[config.mk]
export PLATFORM = sky130hd
export DESIGN_NAME = motor_command_packet_framer
export DESIGN_NICKNAME = d
export VERILOG_FILES = /design/src/sv/mcpf_pkg.sv /design/src/sv/mcpf_front.sv /design/src/sv/mcpf_queue.sv /design/src/sv/mcpf_back.sv /design/src/sv/motor_command_packet_framer.sv
export SDC_FILE = /design/constraint.sdc
export NUM_CORES = 1
export LEC_CHECK = 0
export ABC_CLOCK_PERIOD_IN_PS = 6900
export BUFFER_PORTS_ARGS = -buffer_cell sky130_fd_sc_hd__clkbuf_2
export CORE_MARGIN = 2
export CORE_UTILIZATION = 40
export CTS_CLUSTER_SIZE = 25
export DETAILED_ROUTE_END_ITERATION = 8
export SLEW_MARGIN = 20
export SYNTH_ARGS = -nofsm -noshare
export SYNTH_HDL_FRONTEND = slang
export SYNTH_HIERARCHICAL = 1
export SYNTH_SLANG_ARGS = --single-unit
[constraint.sdc]
create_clock -name i_clk -period 6.9 [get_ports i_clk]
set_input_delay 0.69 -clock i_clk [delete_from_list [all_inputs] [get_ports i_clk]]
set_output_delay 0.69 -clock i_clk [all_outputs]
set_load 0.02 [all_outputs]
[src/sv/mcpf_pkg.sv]
`default_nettype none
package mcpf_pkg;

    typedef enum logic [1:0] {
        OP_APPLY  = 2'd0,
        OP_TXDONE = 2'd1,
        OP_INIT   = 2'd2,
        OP_NONE   = 2'd3
    } t_op;

    typedef enum logic [1:0] {
        CFG_REAR_ADDR  = 2'd0,
        CFG_FRONT_ADDR = 2'd1,
        CFG_MAX_SPEED  = 2'd2,
        CFG_UNUSED     = 2'd3
    } t_cfg_idx;

    localparam logic [7:0] CMD_M1_FWD  = 8'd0;
    localparam logic [7:0] CMD_M1_REV  = 8'd1;
    localparam logic [7:0] CMD_M2_FWD  = 8'd4;
    localparam logic [7:0] CMD_M2_REV  = 8'd5;
    localparam logic [7:0] CMD_TIMEOUT = 8'd14;
    localparam logic [6:0] TIMEOUT_VALUE = 7'd3;

    localparam logic [7:0] RESET_REAR_ADDR  = 8'd128;
    localparam logic [7:0] RESET_FRONT_ADDR = 8'd129;
    localparam logic [6:0] RESET_MAX_SPEED  = 7'd127;

    localparam logic [3:0] LAST_IDX_APPLY = 4'd15;
    localparam logic [3:0] LAST_IDX_INIT  = 4'd7;

    localparam logic [15:0] RECIP_3 = 16'd43691;
    localparam int          RECIP_SHIFT = 17;

    localparam int QDEPTH = 2;

    typedef struct packed {
        logic [1:0]         op;
        logic signed [15:0] front_left_volts;
        logic signed [15:0] front_right_volts;
        logic signed [15:0] rear_left_volts;
        logic signed [15:0] rear_right_volts;
    } t_in;

    typedef struct packed {
        logic [7:0] tx_byte;
        logic       last_byte;
    } t_out;

    typedef struct packed {
        logic [7:0] rear_address;
        logic [7:0] front_address;
        logic [6:0] max_speed;
    } t_cfg;

    // index 0 rear-left, 1 rear-right, 2 front-left, 3 front-right
    typedef struct packed {
        logic            is_init;
        logic [3:0]      rev;
        logic [3:0][6:0] speed;
    } t_cmd;

    // floor((|v|*127 + 1536) / 1024), the remaining divide by 3 follows later
    function automatic logic [11:0] scale_volts(input logic [15:0] raw);
        logic [16:0] m;
        logic [23:0] x;
        begin
            m = raw[15] ? (17'd0 - {raw[15], raw}) : {1'b0, raw};
            x = ({7'd0, m} << 7) - {7'd0, m} + 24'd1536;
            return x[21:10];
        end
    endfunction

    function automatic logic [6:0] clamp_speed(input logic [10:0] s,
                                               input logic [6:0] max_s);
        begin
            return (s > {4'd0, max_s}) ? max_s : s[6:0];
        end
    endfunction

endpackage
`default_nettype wire

[src/sv/mcpf_front.sv]
`default_nettype none
module mcpf_front (
    input  wire logic          i_clk,
    input  wire logic          i_rst_n,
    input  wire logic          i_valid,
    output logic               o_stall,
    input  wire mcpf_pkg::t_in i_data,
    input  wire mcpf_pkg::t_cfg i_cfg,
    input  wire logic          i_q_full,
    output logic               o_push,
    output mcpf_pkg::t_cmd     o_push_data
);

    logic             r_busy;
    logic             n_busy;
    logic             r_s1_valid;
    logic             n_s1_valid;
    logic             r_s1_init;
    logic [3:0]       r_s1_rev;
    logic [3:0][11:0] r_s1_y;
    logic             acc;
    logic             take_apply;
    logic             take_init;
    logic [3:0][15:0] raw;
    logic [3:0][27:0] prod;

    assign o_stall    = r_s1_valid && i_q_full;
    assign acc        = i_valid && !o_stall;
    assign take_apply = (i_data.op == mcpf_pkg::OP_APPLY) && !r_busy;
    assign take_init  = (i_data.op == mcpf_pkg::OP_INIT);
    assign o_push     = r_s1_valid && !i_q_full;

    assign raw[0] = i_data.rear_left_volts;
    assign raw[1] = i_data.rear_right_volts;
    assign raw[2] = i_data.front_left_volts;
    assign raw[3] = i_data.front_right_volts;

    always_comb begin
        n_busy     = r_busy;
        n_s1_valid = r_s1_valid;
        if (o_push) begin
            n_s1_valid = 1'b0;
        end
        if (acc) begin
            n_s1_valid = take_apply || take_init;
            if (take_apply) begin
                n_busy = 1'b1;
            end else if (i_data.op == mcpf_pkg::OP_TXDONE) begin
                n_busy = 1'b0;
            end
        end
    end

    always_ff @(posedge i_clk) begin
        if (!i_rst_n) begin
            r_busy     <= 1'b0;
            r_s1_valid <= 1'b0;
        end else begin
            r_busy     <= n_busy;
            r_s1_valid <= n_s1_valid;
        end
    end

    always_ff @(posedge i_clk) begin
        if (acc) begin
            r_s1_init <= take_init;
            for (int k = 0; k < 4; k++) begin
                r_s1_rev[k] <= raw[k][15];
                r_s1_y[k]   <= mcpf_pkg::scale_volts(raw[k]);
            end
        end
    end

    always_comb begin
        o_push_data.is_init = r_s1_init;
        o_push_data.rev     = r_s1_init ? 4'd0 : r_s1_rev;
        for (int k = 0; k < 4; k++) begin
            prod[k] = {16'd0, r_s1_y[k]} * {12'd0, mcpf_pkg::RECIP_3};
            if (r_s1_init) begin
                o_push_data.speed[k] = mcpf_pkg::clamp_speed({4'd0, mcpf_pkg::TIMEOUT_VALUE},
                                                             i_cfg.max_speed);
            end else begin
                o_push_data.speed[k] = mcpf_pkg::clamp_speed(
                    prod[k][mcpf_pkg::RECIP_SHIFT +: 11], i_cfg.max_speed);
            end
        end
    end

endmodule
`default_nettype wire

[src/sv/mcpf_queue.sv]
`default_nettype none
module mcpf_queue (
    input  wire logic           i_clk,
    input  wire logic           i_rst_n,
    input  wire logic           i_push,
    input  wire mcpf_pkg::t_cmd i_push_data,
    output logic                o_full,
    input  wire logic           i_pop,
    output logic                o_head_valid,
    output mcpf_pkg::t_cmd      o_head
);

    mcpf_pkg::t_cmd r_mem [mcpf_pkg::QDEPTH];
    logic           r_wr;
    logic           r_rd;
    logic [1:0]     r_count;
    logic [1:0]     n_count;

    assign o_full       = (r_count == 2'(mcpf_pkg::QDEPTH));
    assign o_head_valid = (r_count != 2'd0);
    assign o_head       = r_mem[r_rd];

    always_comb begin
        n_count = r_count;
        if (i_push && !i_pop) begin
            n_count = r_count + 2'd1;
        end else if (!i_push && i_pop) begin
            n_count = r_count - 2'd1;
        end
    end

    always_ff @(posedge i_clk) begin
        if (!i_rst_n) begin
            r_wr    <= 1'b0;
            r_rd    <= 1'b0;
            r_count <= 2'd0;
        end else begin
            r_count <= n_count;
            if (i_push) begin
                r_wr <= !r_wr;
            end
            if (i_pop) begin
                r_rd <= !r_rd;
            end
        end
    end

    always_ff @(posedge i_clk) begin
        if (i_push) begin
            r_mem[r_wr] <= i_push_data;
        end
    end

endmodule
`default_nettype wire

[src/sv/mcpf_back.sv]
`default_nettype none
module mcpf_back (
    input  wire logic           i_clk,
    input  wire logic           i_rst_n,
    input  wire mcpf_pkg::t_cfg i_cfg,
    input  wire logic           i_head_valid,
    input  wire mcpf_pkg::t_cmd i_head,
    output logic                o_pop,
    output logic                o_valid,
    input  wire logic           i_stall,
    output mcpf_pkg::t_out      o_data
);

    logic           r_valid;
    logic           n_valid;
    mcpf_pkg::t_out r_data;
    logic [3:0]     r_idx;
    logic [3:0]     n_idx;
    logic           load;
    logic           last;
    logic [1:0]     pkt;
    logic [7:0]     addr;
    logic [7:0]     cmd;
    logic [7:0]     speed;
    logic [7:0]     sum;
    logic [7:0]     tx;

    assign o_valid = r_valid;
    assign o_data  = r_data;
    assign load    = i_head_valid && (!r_valid || !i_stall);
    assign pkt     = r_idx[3:2];
    assign last    = i_head.is_init ? (r_idx == mcpf_pkg::LAST_IDX_INIT)
                                    : (r_idx == mcpf_pkg::LAST_IDX_APPLY);
    assign o_pop   = load && last;

    always_comb begin
        if (i_head.is_init) begin
            addr = (pkt == 2'd0) ? i_cfg.rear_address : i_cfg.front_address;
            cmd  = mcpf_pkg::CMD_TIMEOUT;
        end else begin
            addr = pkt[1] ? i_cfg.front_address : i_cfg.rear_address;
            if (pkt[0]) begin
                cmd = i_head.rev[pkt] ? mcpf_pkg::CMD_M2_REV : mcpf_pkg::CMD_M2_FWD;
            end else begin
                cmd = i_head.rev[pkt] ? mcpf_pkg::CMD_M1_REV : mcpf_pkg::CMD_M1_FWD;
            end
        end
        speed = {1'b0, i_head.speed[pkt]};
        sum   = (addr + cmd + speed) & 8'h7F;
        case (r_idx[1:0])
            2'd0:    tx = addr;
            2'd1:    tx = cmd;
            2'd2:    tx = speed;
            default: tx = sum;
        endcase
    end

    always_comb begin
        n_valid = r_valid;
        n_idx   = r_idx;
        if (load) begin
            n_valid = 1'b1;
            n_idx   = last ? 4'd0 : r_idx + 4'd1;
        end else if (!i_stall) begin
            n_valid = 1'b0;
        end
    end

    always_ff @(posedge i_clk) begin
        if (!i_rst_n) begin
            r_valid <= 1'b0;
            r_idx   <= 4'd0;
        end else begin
            r_valid <= n_valid;
            r_idx   <= n_idx;
        end
    end

    always_ff @(posedge i_clk) begin
        if (load) begin
            r_data.tx_byte   <= tx;
            r_data.last_byte <= last;
        end
    end

endmodule
`default_nettype wire

[src/sv/motor_command_packet_framer.sv]
// Path: an accepted item is registered in the front stage, then in the command queue, and
// its first byte is registered at the output. Throughput: one byte per cycle while i_stall
// is low, 16 bytes per apply item and 8 per init item, set by the back-end byte serializer.
// A two-entry command queue lets the front accept while a burst drains.
// Reset: synchronous, active low; clears busy, queue, output valid and restores
// rear_address 128, front_address 129, max_speed 127.
`default_nettype none
module motor_command_packet_framer (
    input  wire logic           i_clk,
    input  wire logic           i_rst_n,
    input  wire logic           i_valid,
    output logic                o_stall,
    input  wire mcpf_pkg::t_in  i_data,
    output logic                o_valid,
    input  wire logic           i_stall,
    output mcpf_pkg::t_out      o_data,
    input  wire logic           i_cfg_valid,
    output logic                o_cfg_ready,
    input  wire logic [1:0]     i_cfg_index,
    input  wire logic [7:0]     i_cfg_data
);

    mcpf_pkg::t_cfg r_cfg;
    logic           q_full;
    logic           push;
    mcpf_pkg::t_cmd push_data;
    logic           pop;
    logic           head_valid;
    mcpf_pkg::t_cmd head;

    assign o_cfg_ready = 1'b1;

    always_ff @(posedge i_clk) begin
        if (!i_rst_n) begin
            r_cfg.rear_address  <= mcpf_pkg::RESET_REAR_ADDR;
            r_cfg.front_address <= mcpf_pkg::RESET_FRONT_ADDR;
            r_cfg.max_speed     <= mcpf_pkg::RESET_MAX_SPEED;
        end else if (i_cfg_valid) begin
            case (i_cfg_index)
                mcpf_pkg::CFG_REAR_ADDR:  r_cfg.rear_address  <= i_cfg_data;
                mcpf_pkg::CFG_FRONT_ADDR: r_cfg.front_address <= i_cfg_data;
                mcpf_pkg::CFG_MAX_SPEED:  r_cfg.max_speed     <= i_cfg_data[6:0];
                default: ;
            endcase
        end
    end

    mcpf_front u_front (
        .i_clk       (i_clk),
        .i_rst_n     (i_rst_n),
        .i_valid     (i_valid),
        .o_stall     (o_stall),
        .i_data      (i_data),
        .i_cfg       (r_cfg),
        .i_q_full    (q_full),
        .o_push      (push),
        .o_push_data (push_data)
    );

    mcpf_queue u_queue (
        .i_clk        (i_clk),
        .i_rst_n      (i_rst_n),
        .i_push       (push),
        .i_push_data  (push_data),
        .o_full       (q_full),
        .i_pop        (pop),
        .o_head_valid (head_valid),
        .o_head       (head)
    );

    mcpf_back u_back (
        .i_clk        (i_clk),
        .i_rst_n      (i_rst_n),
        .i_cfg        (r_cfg),
        .i_head_valid (head_valid),
        .i_head       (head),
        .o_pop        (pop),
        .o_valid      (o_valid),
        .i_stall      (i_stall),
        .o_data       (o_data)
    );

endmodule
`default_nettype wire

==> metrics, run 1 <==
status=finished, final reports clean; Die Ht=roughly 240 um; Final period util=a little over nine tenths; Synth Cell Area=between 0.02 and 0.025 mm^2; Clock Latency Late Sink=0.47 ns; Yosys reg bits=163; port buffer count=91; compound-cell area share of the yosys netlist=under 10%; Worst-path clk slew=roughly 0.07 ns; maximum clock rate=0.150 GHz; met3 WL=1410 um; pins over their slew limit=0; fillers=5,250; top cell type's share of synthesized area=approximately a quarter; global-route wire length before repair=about 76,000 um; Hold-fix buffers, CTS=0; post-synth cell types=84; fin cells=~3,100; final wirelength=roughly 46,000 um; row count=86; syn_area_per_cell=9.80 um^2; die width=between 200 and 250 um; initial antenna violation count=0; Buffers & Inverters on Critical Path=5; Clock Tree Root=clkbuf_16; Startpoint Class=flip-flop; Worst path most repeated cell=o21a_1; Register Area=0.00454 mm^2; detailed placement HPWL=37,500 um; layout cells sized above 1=between 10% and 20%; Area Overhead vs Synth=10.2%; prevailing post-synth register cell=edfxtp_1; slowest stage delay, CP=a little over 0.6 ns; vias=roughly 16,000; H-Tree Depth=4; GPL Wtd Cong=0.846; cell family with most CP delay=adder cells; Crit Path Class=flip-flop to flip-flop; max-cap violation count=0; Ports=a little over 90; Core Area=around 0.055 mm^2; synth warn=6; Hold Vio Cnt, Final=0; grt ovf=0; main combinational cell family by area after synthesis=adder cells; Syn Inst Count=about 2,300; gr usage total=16.3%; minimum clock period=roughly 6.7 ns; number of global-route vias before repair=16,000; multi-input logic area=~0.016 mm^2; max-slew headroom at the worst pin=about 30%; max layer used=met4; Critical Path Sink Type=flip-flop; WL met2=~22,000 um; Synth Area in Adders=approximately two fifths; vias per inst=4.99; Nets=about 3,100; Worst EP arrival=between 6 and 7 ns; antenna cell count=0; Residual DRC=0; setup violators final=0; Die ar.=between 0.05 and 0.06 mm^2; worst slew pin tran=about 1.1 ns; Synth top cells by count=inv_1, ha_1, fa_1; Post-synth ARST share=0%; Post-Synth XOR/XNOR Area=under 10%; Synth Area in Simple Gates=~9.8%; Num CTS Buffers=17; ANT nets after route=0; Pre-Repair DR Iteration Count=6; DRC marker count from the first detailed-route iteration=727; CP required=around 7.1 ns; largest net degree at the start of global routing=between 50 and 60; mux cell area share after synthesis=under 10%; Slowest cell on crit path=fa_1; Placed Cells=3,092; CTS tree=yes; metal1 wirelength=22,000 um; TritonCTS sink count=about 160; worst-path fanout max=4; DR WL/cell=roughly 15 um; clock skew=0.0148 ns; Initial Utilization=40.4%; top-count cell post-synth=inv_1; HP Class=flip-flop to flip-flop; area leader, netlist=ha_1; synth top area cells=ha_1, edfxtp_1, fa_1; CTS Buffer Depth=2; EDFF count, synth=128; sequential fraction of the synthesis area=between 20% and 30%
-- kinds of logic after synthesis --
family,after synthesis
fa+ha+maj,613
buf+inv,515
simple gates,424
compound gates,330
flops,163
xor+xnor,136
mux,90
other cells,2
-- worst reg2reg max path: cells and delay by family, from the launching register on --
kind                       cells  cell delay [ns]
adders and majority gates      7             2.86
AOI/OAI and AO/OA             11             1.94
and+or+nand+nor                4             0.52
buffers and inverters          5             0.48
DFF                            1             0.44
muxes                          1             0.15
-- sequential cells by signal, summed over array words and instances (netlist names), 2 cells and up, named ones only --
register,cells
u_front/r_s1_y,48
u_front/r_s1_rev,4
u_queue/r_count,2
u_back/o_data,9
u_queue/r_mem,66
r_cfg,23
u_back/r_idx,4
-- through the flow --
stage	hold slack, ns	TNS, ns	setup WS (ns)	util, %	cell area, um^2
6_report	0.461	0	0.243	44.5	24500
5_1_grt	0.459	-0.485	-0.0506	44.5	24500
4_1_cts	0.443	-0.00500	-0.00250	43.9	24200
3_5_place_dp	0.449	-0.297	-0.0418	42.8	23600
3_3_place_gp	0.443	0	0.109	42.8	23600
2_1_floorplan	0.431	0	0.371	-	22300
-- routing by layer --
metal | global-route usage [%] | up-vias
li1 | - | 7909
met1 | 21.4 | 7488
met2 | 28.3 | 242
met3 | 2.31 | 38
met4 | 3.93 | 0
met5 | 0 | -
-- timing repair --
item                                    CTS  global route
pin swaps                                 0            14
buffers inserted                          0            16
endpoints found under the setup margin   17            42
gates cloned                              0             2
resized for setup                         2            40
-- placed cells by master (no fill, tap or decap), types with 27 or more instances in the layout --
cell type | Yosys | routed
inv_1 | 482 | 481
ha_1 | 424 | 421
fa_1 | 189 | 186
edfxtp_1 | 128 | 128
nor2_1 | 110 | 107
nand2_1 | 93 | 93
clkbuf_2 | 0 | 91
xnor2_1 | 89 | 87
a21oi_1 | 76 | 74
o21ai_0 | 71 | 68
xor2_1 | 46 | 45
mux2i_1 | 42 | 42
mux2_2 | 40 | 40
nor2b_1 | 36 | 35
dfxtp_1 | 35 | 35
a21o_1 | 30 | 30
nand3_1 | 27 | 27
-- final timing paths --
kind	start	to	slack, ns	cells past startpoint
setup / recovery	u_front/r_s1_y[32]$_DFFE_PP_	u_queue/r_mem[0][17]$_DFFE_PP_	0.24	28
hold / removal	r_cfg[15]$_SDFFE_PN0P_	r_cfg[15]$_SDFFE_PN0P_	0.46	2
hold reg to reg	r_cfg[15]$_SDFFE_PN0P_	r_cfg[15]$_SDFFE_PN0P_	0.46	2
setup reg to reg	u_front/r_s1_y[32]$_DFFE_PP_	u_queue/r_mem[0][17]$_DFFE_PP_	0.24	28
-- cell type report --
| type | count | share of cell area, % |
|---|---|---|
| multi-input combinational | 1599 | 65.2 |
| sequential | 163 | 18.5 |
| inverter | 482 | 7.38 |
| tap | 748 | 3.82 |
| timing repair buffer | 118 | 2.69 |
| clock buffer | 21 | 2.01 |
| clock inverter | 11 | 0.418 |
Power of run 1 is left out: the tool's default activity adds up to more than one toggle a clock period on the data nets, which glitch-free logic cannot reach.
==> run 2: changes to the inputs <==
--- a/config.mk
+++ b/config.mk
@@ -5,12 +5,13 @@
 export SDC_FILE = /design/constraint.sdc
 export NUM_CORES = 1
 export LEC_CHECK = 0
-export ABC_CLOCK_PERIOD_IN_PS = 6900
+export ABC_CLOCK_PERIOD_IN_PS = 6350
 export BUFFER_PORTS_ARGS = -buffer_cell sky130_fd_sc_hd__clkbuf_2
 export CORE_MARGIN = 2
 export CORE_UTILIZATION = 40
 export CTS_CLUSTER_SIZE = 25
 export DETAILED_ROUTE_END_ITERATION = 8
+export PLACE_DENSITY = 0.56
 export SLEW_MARGIN = 20
 export SYNTH_ARGS = -nofsm -noshare
 export SYNTH_HDL_FRONTEND = slang
==> constraint.sdc (replaced) <==
create_clock -name i_clk -period 6.35 [get_ports i_clk]
set_input_delay 0.635 -clock i_clk [delete_from_list [all_inputs] [get_ports i_clk]]
set_output_delay 0.635 -clock i_clk [all_outputs]
set_load 0.02 [all_outputs]
==> run 2 against run 1 <==
Against the previous run:
- the run now ends with setup timing left
- worst setup slack worse by 0.27 ns
- core utilization up 2.8 points
- die area unchanged
- critical path type unchanged
- highest routed layer unchanged
==> metrics, run 2 (same netlist as run 1, synthesis figures left out) <==
status=finished with violations; violated checks=setup timing; Num CTS Buffers=17 (unchanged); multi-input logic area=0.0166 mm^2 (+3.7%); Die ar.=0.0576 mm^2 (unchanged); detailed placement HPWL=38,600 um (+3.1%); CTS tree=yes; row count=86 (unchanged); Nets=3,193 (+3.8%); Ports=93 (unchanged); grt ovf=0 (unchanged); ANT nets after route=0 (unchanged); worst hold start=i_cfg_data[0]; HP Class=input port to flip-flop; port buffer count=91 (unchanged); DR WL/cell=14.4 um (-1.0%); gr usage total=17.1% (+0.80 points); Hold-fix buffers, CTS=0 (unchanged); met2 Use GR=29.1% (+0.83 points); number of global-route vias before repair=16,800 (+5.0%); fin cells=3,260 (+3.8%); antenna cell count=0 (unchanged); Die Ht=240 um (unchanged); Worst Hold Depth=3 (+1); Clock Latency Late Sink=0.48 ns (about the same); die width=240 um (unchanged); H-Tree Depth=4 (unchanged); Clock Tree Root=clkbuf_16; FF-to-FF path depth=29 (+3.6%); max-cap violation count=0 (unchanged); clock skew=0.0116 ns (-0.00319 ns); Slowest cell on crit path=fa_1; GR Util met1=22.5% (+1.1 points); Residual DRC=0 (unchanged); global-route wire length before repair=79,600 um (+4.7%); GPL Wtd Cong=0.851 (+0.57%); R2R Setup Slk=-0.03 ns (-0.27 ns); TritonCTS sink count=163 (unchanged); Largest register FFs=66 (unchanged); final wirelength=47,000 um (+2.7%); Largest regs=u_queue/r_mem x66, u_front/r_s1_y x48, r_cfg x23; layout cells sized above 1=19.5% (+8.7 points); CTS Buffer Depth=2 (unchanged); minimum clock period=6.38 ns (-0.277 ns); largest net degree at the start of global routing=55 (unchanged); slowest stage delay, CP=0.57 ns (-0.04 ns); Startpoint Class=flip-flop; max-slew headroom at the worst pin=27.9% (-1.8 points); Core Area=0.0551 mm^2 (unchanged); DRC marker count from the first detailed-route iteration=655 (-9.9%); commonest non-fill, non-tap cell in the layout=inv_1; Critical Path Sink Type=flip-flop; maximum clock rate=0.157 GHz (+4.3%); Area Overhead vs Synth=17.0%; Worst-path clk slew=0.07 ns (about the same); TNS Setup=-0.168 ns (-0.168 ns); Hold Vio Cnt, Final=0 (unchanged); Worst Hold End=r_cfg[15]$_SDFFE_PN0P_; most frequent cells in the layout=inv_1, ha_1, fa_1; initial antenna violation count=0 (unchanged); worst slew pin tran=1.08 ns (+0.0265 ns); R2R Path End=u_queue/r_mem[1][13]$_DFFE_PP_; Worst EP arrival=6.59 ns (-0.27 ns); Largest Register=u_queue/r_mem; vias per inst=4.95 (-0.70%); Pre-Repair DR Iteration Count=5 (-1); Crit Path Class=flip-flop to flip-flop; pins over their slew limit=0 (unchanged); RSZ-0062 raised after global routing=yes; Critical R2R Launch=u_front/r_s1_y[20]$_DFFE_PP_; Register Area=0.00454 mm^2 (unchanged); Placed Cells=3,191 (+3.2%); Most Crowded Layer GR=met2; fillers=5,173 (-1.5%); setup violators final=8 (+8); met3 Use GR=2.57% (+0.26 points); CP required=6.56 ns (-0.54 ns); Final period util=100% (+4.0 points); Initial Utilization=40.4% (unchanged); vias=16,200 (+3.0%); final worst setup slack=-0.0304 ns (-0.273 ns); worst-path fanout max=5 (+1)
==> run 2: timing repair <==
action | 4_1_cts | 5_1_grt
buffers inserted | 9 | 25
endpoints found under the hold margin | 0 | 0
pin swaps | 18 | 90
setup endpoints to repair | 56 | 56
gates cloned | 1 | 2
gates resized for setup | 26 | 137
==> run 2: worst max-delay path by stage <==
stage / from / end / slack (ns) / cells after the start
4_1_cts: u_front/r_s1_y[27]$_DFFE_PP_ / u_queue/r_mem[0][15]$_DFFE_PP_ / -0.07 / 29
2_1_floorplan: u_front/r_s1_y[32]$_DFFE_PP_ / u_queue/r_mem[0][15]$_DFFE_PP_ / 0.005 / 27
5_1_grt: u_front/r_s1_y[23]$_DFFE_PP_ / u_queue/r_mem[1][13]$_DFFE_PP_ / -0.36 / 30
3_5_place_dp: u_front/r_s1_y[33]$_DFFE_PP_ / u_queue/r_mem[1][14]$_DFFE_PP_ / -0.25 / 26
6_report: u_front/r_s1_y[20]$_DFFE_PP_ / u_queue/r_mem[1][13]$_DFFE_PP_ / -0.03 / 29
3_3_place_gp: u_front/r_s1_y[30]$_DFFE_PP_ / u_queue/r_mem[0][14]$_DFFE_PP_ / -0.17 / 27
==> run 2: routing by layer <==
layer / share of wire (%) / wire [um]
met2: 48 / 22500
met3: 3.4 / 1580
met5: 0 / 0
met4: 1.6 / 745
met1: 47 / 22200
==> run 2: cell type report <==
type | instances | share of cell area, %
clock buffer | 20 | 1.80
timing repair buffer | 236 | 6.15
sequential | 163 | 17.4
multi-input combinational | 1599 | 63.6
clock inverter | 12 | 0.451
inverter | 482 | 6.96
tap | 748 | 3.59
==> run 2: critical path, delay by kind of cell, from the launching register on <==
kind / cells / cell delay (ns)
fa+ha+maj: 7 / 2.96
compound gates: 5 / 1.00
simple gates: 9 / 0.81
buf+inv: 6 / 0.54
flops: 1 / 0.44
mux: 1 / 0.22
xor+xnor: 1 / 0.15
==> run 2: through the flow <==
stage	worst slack, ns	area, um^2	hold slack, ns	util (%)
floorplan	0.00509	22300	0.431	-
global placement	-0.167	24400	0.443	44.3
detailed placement	-0.249	24400	0.450	44.3
CTS	-0.0683	25200	0.380	45.7
global route	-0.364	26100	0.407	47.3
finish	-0.0304	26100	0.416	47.3
Power of run 2 is left out for the same reason.
==> run 3: changes to the inputs <==
--- a/config.mk
+++ b/config.mk
@@ -11,7 +11,9 @@
 export CORE_UTILIZATION = 40
 export CTS_CLUSTER_SIZE = 25
 export DETAILED_ROUTE_END_ITERATION = 8
+export GPL_TIMING_DRIVEN = 0
 export PLACE_DENSITY = 0.56
+export SKIP_LAST_GASP = 1
 export SLEW_MARGIN = 20
 export SYNTH_ARGS = -nofsm -noshare
 export SYNTH_HDL_FRONTEND = slang
==> run 3 against run 2 <==
Against the previous run:
- the flow still finishes with violations (setup timing)
- hold slack lost 0.018 ns
- routed wire length up 0.27%
- clock skew is 0.0055 ns higher
- non-clock buffer count decreased by 23
- first-iteration DRC count fell by 21%
- critical path type unchanged
- largest cell class unchanged
==> metrics, run 3 (same netlist as run 1, synthesis figures left out) <==
Core Util, Final=47.5% (+0.16 points); Pre-Repair DR Iteration Count=5 (unchanged); Die ar.=0.0576 mm^2 (unchanged); HP Class=input port to flip-flop; Worst Hold Depth=1 (-2); violated checks=setup timing; Startpoint Class=flip-flop; CTS tree=yes; largest net degree at the start of global routing=40 (-27%); Initial Utilization=40.4% (unchanged); TritonCTS sink count=163 (unchanged); commonest non-fill, non-tap cell in the layout=inv_1; Clock Latency Late Sink=0.47 ns (about the same); Area Overhead vs Synth=17.4%; Slowest cell on crit path=fa_1; row count=86 (unchanged); WL met2=22,700 um (+0.88%); slowest stage delay, CP=0.57 ns (about the same); Largest register FFs=66 (unchanged); Critical Path Sink Type=flip-flop; end of the critical path=u_queue/r_mem[0][16]$_DFFE_PP_; Nets=3,170 (-0.72%); Final period util=102% (+1.2 points); Residual DRC=0 (unchanged); GPL Wtd Cong=0.851 (about the same); R2R Path End=u_queue/r_mem[0][16]$_DFFE_PP_; pins over their slew limit=0 (unchanged); Hold Vio Cnt, Final=0 (unchanged); Largest Register=u_queue/r_mem; Worst path most repeated cell=o21a_1; vias=16,100 (-0.050%); H-Tree Depth=4 (unchanged); Core Area=0.0551 mm^2 (unchanged); fillers=5,231 (+1.1%); detailed placement HPWL=38,300 um (-0.87%); Largest regs=u_queue/r_mem x66, u_front/r_s1_y x48, r_cfg x23; status=finished with violations; final worst setup slack=-0.103 ns (-0.0731 ns); R2R Setup Slk=-0.10 ns (-0.07 ns); layout cells sized above 1=19.6% (+0.14 points); worst slew pin tran=0.810 ns (-0.269 ns); Crit Path Class=flip-flop to flip-flop; Clock Tree Root=clkbuf_16; metal1 wirelength=22,700 um (+2.2%); met3 WL=1140 um (-28%); Die Ht=240 um (unchanged); final wirelength=47,200 um (+0.27%); worst-path fanout max=5 (unchanged); clock skew=0.0171 ns (+0.00555 ns); gr usage total=16.8% (-0.27 points); vias per inst=4.99 (+0.63%); max layer used=met4; Worst EP arrival=6.64 ns (+0.05 ns); max-cap violation count=0 (unchanged); number of global-route vias before repair=16,700 (-0.84%); CP required=6.53 ns (-0.03 ns); port buffer count=86 (-5.5%); crit path from=u_front/r_s1_y[32]$_DFFE_PP_; max-slew headroom at the worst pin=45.7% (+18 points); Critical R2R Launch=u_front/r_s1_y[32]$_DFFE_PP_; grt ovf=0 (unchanged); RSZ-0062 raised after global routing=yes; global-route wire length before repair=78,900 um (-0.92%); Ports=93 (unchanged); FF-to-FF path depth=28 (-3.4%); DRC marker count from the first detailed-route iteration=517 (-21%); die width=240 um (unchanged); most frequent cells in the layout=inv_1, ha_1, fa_1; DR WL/cell=14.6 um (+0.95%); initial antenna violation count=0 (unchanged); setup violators final=28 (+20); Num CTS Buffers=17 (unchanged); Worst-path clk slew=0.07 ns (about the same); ANT nets after route=0 (unchanged); minimum clock period=6.45 ns (+0.0731 ns); CTS Buffer Depth=2 (unchanged); maximum clock rate=0.155 GHz (-1.1%)
## run 3: cell count changes in the layout (fill, tap and decap cells not counted), sizes merged
cell    change
clkinv      -6
diode       +1
inv         +6
buf        -34
clkbuf     +11
## run 3: area by class of cell
cell class / count / area (um^2) / share of cell area, %
buffer: 32 / 175 / 0.670
clock buffer: 20 / 468 / 1.79
clock inverter: 12 / 120 / 0.459
tap: 748 / 936 / 3.58
multi-input combinational: 1599 / 16900 / 64.5
timing repair buffer: 181 / 1210 / 4.65
antenna: 1 / 2.50 / 0.00957
inverter: 482 / 1820 / 6.95
sequential: 163 / 4540 / 17.4
## run 3: worst min path at each step
stage	from	endpoint
after floorplan	r_cfg[15]$_SDFFE_PN0P_	r_cfg[15]$_SDFFE_PN0P_
after global placement	r_cfg[12]$_SDFFE_PN0P_	r_cfg[12]$_SDFFE_PN0P_
after detailed placement	r_cfg[15]$_SDFFE_PN0P_	r_cfg[15]$_SDFFE_PN0P_
after CTS	i_data[63]	u_front/r_s1_rev[2]$_DFFE_PP_
after global routing	i_data[63]	u_front/r_s1_rev[2]$_DFFE_PP_
final	i_data[63]	u_front/r_s1_rev[2]$_DFFE_PP_
## run 3: worst max-delay path, delay by kind of cell (launching register included)
| kind | cells | cell delay [ns] |
|---|---|---|
| compound gates | 9 | 1.45 |
| mux | 1 | 0.20 |
| fa+ha+maj | 7 | 2.90 |
| flops | 1 | 0.44 |
| buf+inv | 5 | 0.41 |
| simple gates | 5 | 0.60 |
| xor+xnor | 1 | 0.19 |
## run 3: through the flow
| step | TNS, ns | setup slack [ns] | cell area [um^2] | cells | hold slack, ns |
|---|---|---|---|---|---|
| after floorplan | 0 | 0.00509 | 22300 | 2276 | 0.431 |
| after global placement | -29.02 | -0.771 | 23700 | 3110 | 0.441 |
| after detailed placement | -33.89 | -0.844 | 23800 | 3113 | 0.445 |
| after CTS | -0.494 | -0.0628 | 25300 | 3198 | 0.370 |
| after global routing | -10.74 | -0.376 | 26100 | 3237 | 0.394 |
| final | -1.47 | -0.103 | 26100 | 3238 | 0.398 |
## run 3: layer usage
metal / track usage (%) / vias to the layer above
met5: 0 / -
met1: 22.8 / 7797
met3: 2.04 / 36
met4: 4.44 / 0
li1: - / 8107
met2: 28.5 / 204
## run 3: what timing repair did
| item | 4_1_cts | 5_1_grt |
|---|---|---|
| cloned | 2 | 0 |
| gates resized for setup | 93 | 120 |
| pin swaps | 78 | 121 |
| setup endpoints to repair | 56 | 56 |
| setup buffers | 52 | 39 |
| hold buffers | 0 | 0 |
Power of run 3 is left out for the same reason.
